File: src/design/b2s_pkg.sv
package b2s_pkg;

	localparam logic DIR_ENCODE = 1'b0;
	localparam logic DIR_DECODE = 1'b1;

	localparam int unsigned MAX_RESULTS = 3;

	typedef struct packed {
		logic [7:0] value;
		logic       run_last;
		logic       frame_last;
	} b2s_res_t;

	typedef struct packed {
		b2s_res_t [MAX_RESULTS-1:0] res;
		logic [1:0]                 count;
		logic [2:0]                 phase;
		logic [7:0]                 carry;
	} b2s_step_t;

endpackage

File: src/design/b2s_step.sv
module b2s_step (
	input  logic              dir,
	input  logic [7:0]        data,
	input  logic              fend,
	input  logic [2:0]        phase,
	input  logic [7:0]        carry,
	output b2s_pkg::b2s_step_t step
);

	logic [6:0]  enc_ext;
	logic [7:0]  enc_carry;
	logic [7:0]  dec_d;
	logic [3:0]  dec_sh;
	logic [7:0]  dec_byte;
	logic [7:0]  dec_carry;
	logic [1:0]  k;
	logic [2:0]  new_phase;
	logic [7:0]  new_carry;

	// encode: shift byte up by phase and merge carry
	assign enc_ext   = 7'((data << phase) | carry);
	assign enc_carry = data >> (3'd7 - phase);

	// decode: bit 7 ignored
	assign dec_d     = {1'b0, data[6:0]};
	assign dec_sh    = 4'd8 - {1'b0, phase};
	assign dec_byte  = (dec_d << dec_sh) | carry;
	assign dec_carry = dec_d >> phase;

	always_comb begin
		step      = '0;
		k         = 2'd0;
		new_phase = phase;
		new_carry = carry;
		if (dir == b2s_pkg::DIR_ENCODE) begin
			step.res[0].value = {1'b0, enc_ext};
			k                 = 2'd1;
			new_carry         = enc_carry;
			if (phase == 3'd7) begin
				// second character straight from the carry
				step.res[1].value = {1'b0, enc_carry[6:0]};
				k                 = 2'd2;
				new_carry         = {7'b0, enc_carry[7]};
				new_phase         = 3'd1;
			end else begin
				new_phase = phase + 3'd1;
			end
		end else begin
			new_phase = phase + 3'd1;
			if (phase == 3'd0) begin
				new_carry = dec_d;
			end else begin
				step.res[0].value = dec_byte;
				k                 = 2'd1;
				new_carry         = dec_carry;
			end
		end
		if (fend) begin
			if (new_carry != 8'd0) begin
				step.res[k].value = new_carry;
				k                 = k + 2'd1;
			end
			new_phase = 3'd0;
			new_carry = 8'd0;
		end
		if (k != 2'd0) begin
			step.res[k - 2'd1].run_last   = 1'b1;
			step.res[k - 2'd1].frame_last = fend;
		end
		step.count = k;
		step.phase = new_phase;
		step.carry = new_carry;
	end

endmodule

File: src/design/byte_to_seven_bit_codec.sv
// channel | direction | handshake              | payload
// s       | in        | s_tvalid / s_tready    | s_tdata = data_byte, s_tlast = frame_end
// m       | out       | m_tvalid / m_tready    | m_tdata = value, m_tuser = run_last,
//         |           |                        | m_tlast = frame_last
// cfg     | in        | cfg_valid / cfg_ready  | cfg_data = direction
//
// one transaction per cycle on s while each one yields at most one result and m_tready is high
// a transaction reaches its first result through the input register, then the result buffer
// a transaction with two or three results holds s until all but its last result are taken on m
// m stalls back up through the result buffer and input register to s_tready
// arst_n clears phase, carry, direction and all valid state
module byte_to_seven_bit_codec (
	input  logic       clk,
	input  logic       arst_n,
	input  logic       s_tvalid,
	output logic       s_tready,
	input  logic [7:0] s_tdata,  // [7:0] data_byte
	input  logic       s_tlast,
	output logic       m_tvalid,
	input  logic       m_tready,
	output logic [7:0] m_tdata,  // [7:0] value
	output logic       m_tuser,  // [0] run_last
	output logic       m_tlast,
	input  logic       cfg_valid,
	output logic       cfg_ready,
	input  logic       cfg_data
);

	logic [7:0] data_s1;
	logic       fend_s1;
	logic       valid_s1;
	logic       dir_q;
	logic [2:0] phase_q;
	logic [7:0] carry_q;
	logic [1:0] cnt_q;
	logic       pop;
	logic       load;
	logic       bank_free;

	b2s_pkg::b2s_res_t [b2s_pkg::MAX_RESULTS-1:0] res_q;
	b2s_pkg::b2s_step_t                           step;

	b2s_step u_step (
		.dir   (dir_q),
		.data  (data_s1),
		.fend  (fend_s1),
		.phase (phase_q),
		.carry (carry_q),
		.step  (step)
	);

	assign pop       = m_tvalid && m_tready;
	assign bank_free = (cnt_q == 2'd0) || ((cnt_q == 2'd1) && m_tready);
	assign load      = valid_s1 && bank_free;
	assign s_tready  = !valid_s1 || load;
	assign cfg_ready = !valid_s1;

	assign m_tvalid = cnt_q != 2'd0;
	assign m_tdata  = res_q[0].value;
	assign m_tuser  = res_q[0].run_last;
	assign m_tlast  = res_q[0].frame_last;

	always_ff @(posedge clk or negedge arst_n) begin
		if (!arst_n) begin
			valid_s1 <= 1'b0;
		end else if (s_tready) begin
			valid_s1 <= s_tvalid;
		end
	end

	always_ff @(posedge clk) begin
		if (s_tready && s_tvalid) begin
			data_s1 <= s_tdata;
			fend_s1 <= s_tlast;
		end
	end

	always_ff @(posedge clk or negedge arst_n) begin
		if (!arst_n) begin
			dir_q <= b2s_pkg::DIR_ENCODE;
		end else if (cfg_valid && cfg_ready) begin
			dir_q <= cfg_data;
		end
	end

	always_ff @(posedge clk or negedge arst_n) begin
		if (!arst_n) begin
			phase_q <= 3'd0;
			carry_q <= 8'd0;
		end else if (load) begin
			phase_q <= step.phase;
			carry_q <= step.carry;
		end
	end

	always_ff @(posedge clk or negedge arst_n) begin
		if (!arst_n) begin
			cnt_q <= 2'd0;
		end else if (load) begin
			cnt_q <= step.count;
		end else if (pop) begin
			cnt_q <= cnt_q - 2'd1;
		end
	end

	// result buffer drains from entry 0
	always_ff @(posedge clk) begin
		if (load) begin
			res_q <= step.res;
		end else if (pop) begin
			res_q[0] <= res_q[1];
			res_q[1] <= res_q[2];
		end
	end

	a_frame_implies_run: assert property (@(posedge clk) disable iff (!arst_n)
		m_tvalid && m_tlast |-> m_tuser)
		else $error("frame_last without run_last");

	a_frame_end_resets: assert property (@(posedge clk) disable iff (!arst_n)
		load && fend_s1 |=> (phase_q == 3'd0) && (carry_q == 8'd0))
		else $error("state not cleared after frame end");

	a_encode_emits: assert property (@(posedge clk) disable iff (!arst_n)
		load && (dir_q == b2s_pkg::DIR_ENCODE) |-> step.count != 2'd0)
		else $error("encode transaction produced no result");

	a_last_on_final: assert property (@(posedge clk) disable iff (!arst_n)
		m_tvalid && (cnt_q == 2'd1) |-> m_tuser)
		else $error("final buffered result lacks run_last");

endmodule
File: config.mk
export PLATFORM = sky130hd
export DESIGN_NAME = byte_to_seven_bit_codec
export DESIGN_NICKNAME = d
export VERILOG_FILES = /design/src/design/b2s_pkg.sv /design/src/design/b2s_step.sv /design/src/design/byte_to_seven_bit_codec.sv
export SDC_FILE = /design/constraint.sdc
export NUM_CORES = 1
export LEC_CHECK = 0
export BUFFER_PORTS_ARGS = -buffer_cell sky130_fd_sc_hd__buf_4
export CORE_ASPECT_RATIO = 1.4
export CORE_MARGIN = 1.5
export CORE_UTILIZATION = 35
export DETAILED_ROUTE_END_ITERATION = 8
export PLACE_DENSITY = 0.61
export SYNTH_ARGS = -nofsm -noshare
export SYNTH_HDL_FRONTEND = slang
export SYNTH_HIERARCHICAL = 1
export SYNTH_SLANG_ARGS = --single-unit
File: constraint.sdc
create_clock -name clk -period 8 [get_ports clk]
set_input_delay 0.4 -clock clk [delete_from_list [all_inputs] [get_ports clk]]
set_output_delay 0.4 -clock clk [all_outputs]
set_load 0.005 [all_outputs]
# ---- After elaboration in Yosys (flattened, before gate mapping)
# Index checks and enable logic that the tools add are counted.
dict set report op_classes {
  add_sub_neg 6
  magnitude_cmp 4
  eq_ne 2
  n_shift 4
  mux 32
  n_bitwise 2
  n_reduce_logical 16
}
# operator count
set op_table {}
lappend op_table {{bitwise mux 30 bit} 3}
lappend op_table {{2-to-1 mux 30 bit} 3}
lappend op_table {{demux 10 bit (select 2 bit)} 3}
lappend op_table {{2-to-1 mux 8 bit} 7}
lappend op_table {{2-to-1 mux 20 bit} 2}
lappend op_table {{2-to-1 mux 2 bit} 7}
lappend op_table {{2-to-1 mux 10 bit} 1}
lappend op_table {{2-to-1 mux 3 bit} 3}
lappend op_table {{bitwise OR 8 bit} 1}
lappend op_table {{nonzero test 8 bit} 1}
lappend op_table {{left shift 7 x 4 -> 8 bit} 1}
lappend op_table {{left shift 8 x 3 -> 7 bit} 1}
lappend op_table {{right shift 7 x 3 -> 8 bit} 1}
lappend op_table {{right shift 8 x 3 -> 8 bit} 1}
lappend op_table {{logical AND 1 bit} 7}
lappend op_table {{2-to-1 mux 7 bit} 1}
lappend op_table {{bitwise OR 7 bit} 1}
lappend op_table {{< comparator 2 x 3 -> 1 bit (second input constant)} 2}
lappend op_table {{nonzero test 2 bit} 3}
lappend op_table {{>= comparator 2 x 1 -> 1 bit (second input constant)} 2}
lappend op_table {{subtractor 2 x 1 -> 2 bit (second input constant)} 2}
lappend op_table {{subtractor 4 x 3 -> 4 bit (first input constant)} 1}
lappend op_table {{adder 3 x 1 -> 3 bit (second input constant)} 1}
lappend op_table {{equality test 3 bit (second input constant)} 1}
lappend op_table {{other kinds (8)} 10}
dict set report word_totals {
  register_bits 54
  in_bits 15
  output_inout_bits 13
  elab_cells 82
}

# ---- Depth between registers and ports, before layout
dict set report depth {
  depth_word 16
  depth_mapped 17
}

# ---- Modules after synthesis
# Netlist, hierarchy kept.
# module instances cells_per_inst area_each_um2
set modules_own_cells {}
lappend modules_own_cells {byte_to_seven_bit_codec 1 118 2278.4}
lappend modules_own_cells {b2s_step 1 261 1716.6}

# ---- Worst setup path after synthesis
# OpenSTA, ideal clock, no wires.
dict set report synth_timing {
  kind {flip-flop to flip-flop}
  start {register phase_q[0]}
  end {register res_q (netlist bit m_tdata[0]), data pin}
  arrival_time_ns 3.271
  t_required_ns 7.740
  path_slack_ns 4.469
  stages_incl_launch_ff 17
  n_path_buf 5
  period_less_slack_ns 3.531
  cell_sequence {dfrtp_1 > buf_6 > buf_2 > buf_2 > inv_1 > clkbuf_1 > ha_1 > ha_1 > or3b_1 > a21o_1 > o221a_1 > o2111a_1 > nand3_2 > nand2b_1 > buf_2 > o2bb2ai_1 > mux2_4}
}
# item line_no
set synth_rtl {}
lappend synth_rtl {{start: declaration} byte_to_seven_bit_codec.sv:33} ;# logic [2:0] phase_q;
lappend synth_rtl {{start signal: assignment} byte_to_seven_bit_codec.sv:91} ;# phase_q <= step.phase;
lappend synth_rtl {{end signal: assignment} byte_to_seven_bit_codec.sv:109} ;# res_q <= step.res;
lappend synth_rtl {{end: declaration} byte_to_seven_bit_codec.sv:40} ;# b2s_pkg::b2s_res_t [b2s_pkg::MAX_RESULTS-1:0] res_q;

==> flow_results.org <==
** Floorplanning
- The die is 129 um tall.
- The core region is 11200 um^2.
- For this configuration, the core starts out at a cell density of 35.6%.
- Width of the die :: 93.3 um
- Area of the die :: 12100 um^2
- Count of standard-cell rows :: 46
- Num ports :: 28

** Layout
- Fraction of final layout cells with drive strength greater than 1 :: 25.0%
- Most frequent cells in the layout :: 39 x sky130_fd_sc_hd__edfxtp_1, 38 x sky130_fd_sc_hd__nor2_1, 30 x sky130_fd_sc_hd__mux2_4, 29 x sky130_fd_sc_hd__buf_4, 27 x sky130_fd_sc_hd__nand2_1
- Leaving out fill and tap cells, the most frequent cell in the layout is sky130_fd_sc_hd__edfxtp_1.
- From synthesis to final layout, the design area changed by 7.55%.
- The repair_antennas step left the layout with diodes totalling 0.
- The layout has 1109 filler cells.
- After the last flow step, the layout net total stands at 401.

** Placed design
- Routability congestion estimate :: 0.910
- PortBufs :: 27
- The HPWL after detailed placement is 6.72 mm.
- Placement Setup Slack :: 4.03 ns

** Synthesis
- Async set or reset register ratio after synthesis :: 27.8%
- Post-synth top flop :: sky130_fd_sc_hd__edfxtp_1
- Syn Std Cell Area :: 4000 um^2
- Avg Synthesized Cell Area :: 10.5 um^2
- The synthesized design contains 54 register bits.
- Yosys mapped a number of flops with a built-in enable equal to 39.
- Proportion of synthesized chip area in sequential cells :: 38.7%
- The Yosys step of the flow raised 6 warnings.
- Post-synth cell types :: 72
- After technology mapping, the gate count stands at 379.

** GRT
- Pin count of the biggest net entering global routing :: 38
- First-pass GRT wire length :: 14.7 mm
- Antenna violations before repair :: 0
- Total routing resource utilization after global routing :: 15.8%
- Global routing finished with a remaining overflow of 0.
- Vias in the first global route :: 2743

** Clock tree
- Largest buffer count on any clock path :: 2
- The clock net in this run drives a total of 54 sinks.
- Post-CTS setup buffer count :: 0
- Clock buffer count from CTS :: 5
- The number of hold buffers added after CTS was 1.
- TritonCTS built the clock tree.
- In this run, post-CTS repair resized a total of 0 instances.
- CTS placed an instance of sky130_fd_sc_hd__clkbuf_16 at the clock tree root.
- Clock insertion delay at the later pin of the skew report :: 0.29 ns
- Clock-pin slew was measured on the worst setup and hold paths at 0.07 ns.
- Deepest level of the CTS H-tree :: 2

** Routing
- Using the TritonRoute via totals, the vias-per-cell ratio works out to 5.50.
- First-iteration detailed-routing DRC count :: 191
- After detailed routing, the average wire length per cell comes to 17.4 um.
- Pre-antenna DRT Iters :: 5
- Antenna viol nets, final :: 0
- After detailed routing, the total wire length is 9.11 mm.
- Across all layers, the routed design uses 2881 vias.
- DRC violation count after routing :: 0

** Status
- Run status :: finished, final reports clean

** STA
- Setup violations remaining at the end of the flow were counted as 0.
- Unrepaired setup endpoints after global routing :: false
- At the pin with the least slew margin, the transition time is 1.01 ns.
- After layout, the worst path uses 50.1% of the clock period.
- The worst path meets setup with 3.99 ns of slack.
- Summed over all failing endpoints, the final setup total negative slack is 0 ns.
- The number of hold-slack violations in the final timing report is 0.
- Final Skew :: 0.00432 ns
- The number of pins with negative max-slew slack in the final report is 0.
- For this run, the top clock speed supported by timing is 0.249 GHz.
- Min Tclk post-route :: 4.01 ns
- Worst slew margin relative to its limit :: 32.7%

** Job
- Max-cap viol count :: 0

** Hold path
- Cell depth of the worst hold path :: 1
- Min-Delay Endpoint :: data_s1[0]$_DFFE_PP_
- The path class of the tightest hold or removal check is input pin to flip-flop.
- Min-delay src :: s_tdata[0]

** Power and ir drop
- Power after layout :: 1940 uW
- VDD sags by at most 0.142 mV.
- Cell Pwr Density :: 452 nW/um^2
- Cell leakage power :: 0.00174 uW

** Setup path
- The worst setup path is captured at a flip-flop.
- Highest net fanout along the worst path :: 27
- Count of cells along the worst register-to-register path :: 11
- The worst register-to-register path has a setup slack of 3.99 ns.
- Terminus of the critical flop-to-flop path :: m_tdata[5]$_DFFE_PP_
- The worst setup path is launched from a flip-flop.
- Launching point of the worst reg2reg path :: phase_q[1]$_DFFE_PN0P_
- The worst setup path is of the flip-flop to flip-flop kind.
- Required time of the critical path :: 8.05 ns
- Worst endpoint data arrival time :: 4.06 ns
==> report_power, final <==
group	switching, uW	internal (uW)	total (uW)	leakage [uW]
combinational	615	539	1150	0.00109
sequential	94.2	452	546	0.000574
clock	94.4	147	241	0.0000785
==> Yosys cell counts (10+ instances only) <==
| cell type | count | area share (%) |
|---|---|---|
| sky130_fd_sc_hd__inv_1 | 11 | 1.0 |
| sky130_fd_sc_hd__mux2i_1 | 16 | 4.0 |
| sky130_fd_sc_hd__edfxtp_1 | 39 | 29 |
| sky130_fd_sc_hd__dfrtp_1 | 15 | 9.4 |
| sky130_fd_sc_hd__a21oi_1 | 15 | 1.9 |
| sky130_fd_sc_hd__nand2_1 | 27 | 2.5 |
| sky130_fd_sc_hd__o21ai_0 | 13 | 1.6 |
| sky130_fd_sc_hd__mux2_4 | 30 | 11 |
| sky130_fd_sc_hd__o22ai_1 | 11 | 1.7 |
| sky130_fd_sc_hd__buf_4 | 12 | 2.3 |
| sky130_fd_sc_hd__nor2_1 | 38 | 3.6 |
| sky130_fd_sc_hd__nand2b_1 | 10 | 1.6 |
| sky130_fd_sc_hd__clkbuf_1 | 10 | 0.94 |
==> kinds of logic after synthesis <==
kind of cell               Yosys count  synth area share, %
DFF                                 54                 38.7
other                                1               0.0939
AOI/OAI and AO/OA                   84                 15.2
buffers and inverters               52                 8.14
adders and majority gates            7                 2.19
xor gates and xnor gates             1                0.219
and+or+nand+nor                    122                 15.9
muxes                               58                 19.5
==> sequential cells by signal, summed over array words and instances, names as in the netlist <==
name and flops:
m_tdata 8, valid_s1 1, data_s1 8, phase_q 3, carry_q 8, fend_s1 1
cnt_q 2, res_q 20, dir_q 1, m_tuser 1, m_tlast 1
==> critical path, cell delays in order, from the launching register on <==
cell and delay (ns):
sky130_fd_sc_hd__dfrtp_1 1.01, sky130_fd_sc_hd__inv_1 0.22, sky130_fd_sc_hd__ha_1 0.25, sky130_fd_sc_hd__ha_1 0.34, sky130_fd_sc_hd__or3b_1 0.43, sky130_fd_sc_hd__a21o_1 0.16
sky130_fd_sc_hd__o221a_1 0.31, sky130_fd_sc_hd__o2111a_1 0.23, sky130_fd_sc_hd__nand3_2 0.14, sky130_fd_sc_hd__nand2b_1 0.20, sky130_fd_sc_hd__o2bb2ai_1 0.20, sky130_fd_sc_hd__mux2_4 0.27
==> area by class of cell <==
class | count | area [um^2] | area share (%)
multi-input cells | 276 | 2130 | 49.7
flip-flops and latches | 54 | 1550 | 36.0
repair buffers | 30 | 228 | 5.30
well taps | 144 | 180 | 4.19
clock buffers | 6 | 129 | 3.00
inverters | 12 | 45.0 | 1.05
clock inverters | 2 | 33.8 | 0.786
==> worst max-delay path by stage <==
stage,start,to,slack (ns),cells after the start
floorplan,phase_q[0]$_DFFE_PN0P_,m_tdata[0]$_DFFE_PP_,4.47,16
global route,phase_q[1]$_DFFE_PN0P_,m_tlast$_DFFE_PP_,3.55,10
CTS,phase_q[1]$_DFFE_PN0P_,m_tdata[5]$_DFFE_PP_,4.03,11
finish,phase_q[1]$_DFFE_PN0P_,m_tdata[5]$_DFFE_PP_,3.99,11
detailed placement,phase_q[1]$_DFFE_PN0P_,m_tdata[5]$_DFFE_PP_,4.03,11
global placement,phase_q[1]$_DFFE_PN0P_,m_tdata[0]$_DFFE_PP_,4.15,11
==> stage by stage <==
step	hold WS (ns)	utilization (%)	cell area [um^2]	std cells
global placement	0.284	36.7	4120	515
detailed placement	0.284	36.7	4120	515
floorplan	0.104	-	4010	382
global route	0.274	38.3	4300	524
CTS	0.276	38.3	4300	524
finish	0.282	38.3	4300	524
==> routing by layer <==
| layer | up-vias | share of wire [%] | routed length, um | global-route usage (%) |
|---|---|---|---|---|
| met3 | 24 | 4.9 | 450 | 1.94 |
| met2 | 100 | 49 | 4420 | 26.1 |
| met4 | 0 | 5.0 | 451 | 9.00 |
| met1 | 1381 | 42 | 3790 | 19.8 |
| li1 | 1376 | - | - | - |
| met5 | - | 0 | 0 | 0 |
Power figures use the tool's default switching activity.
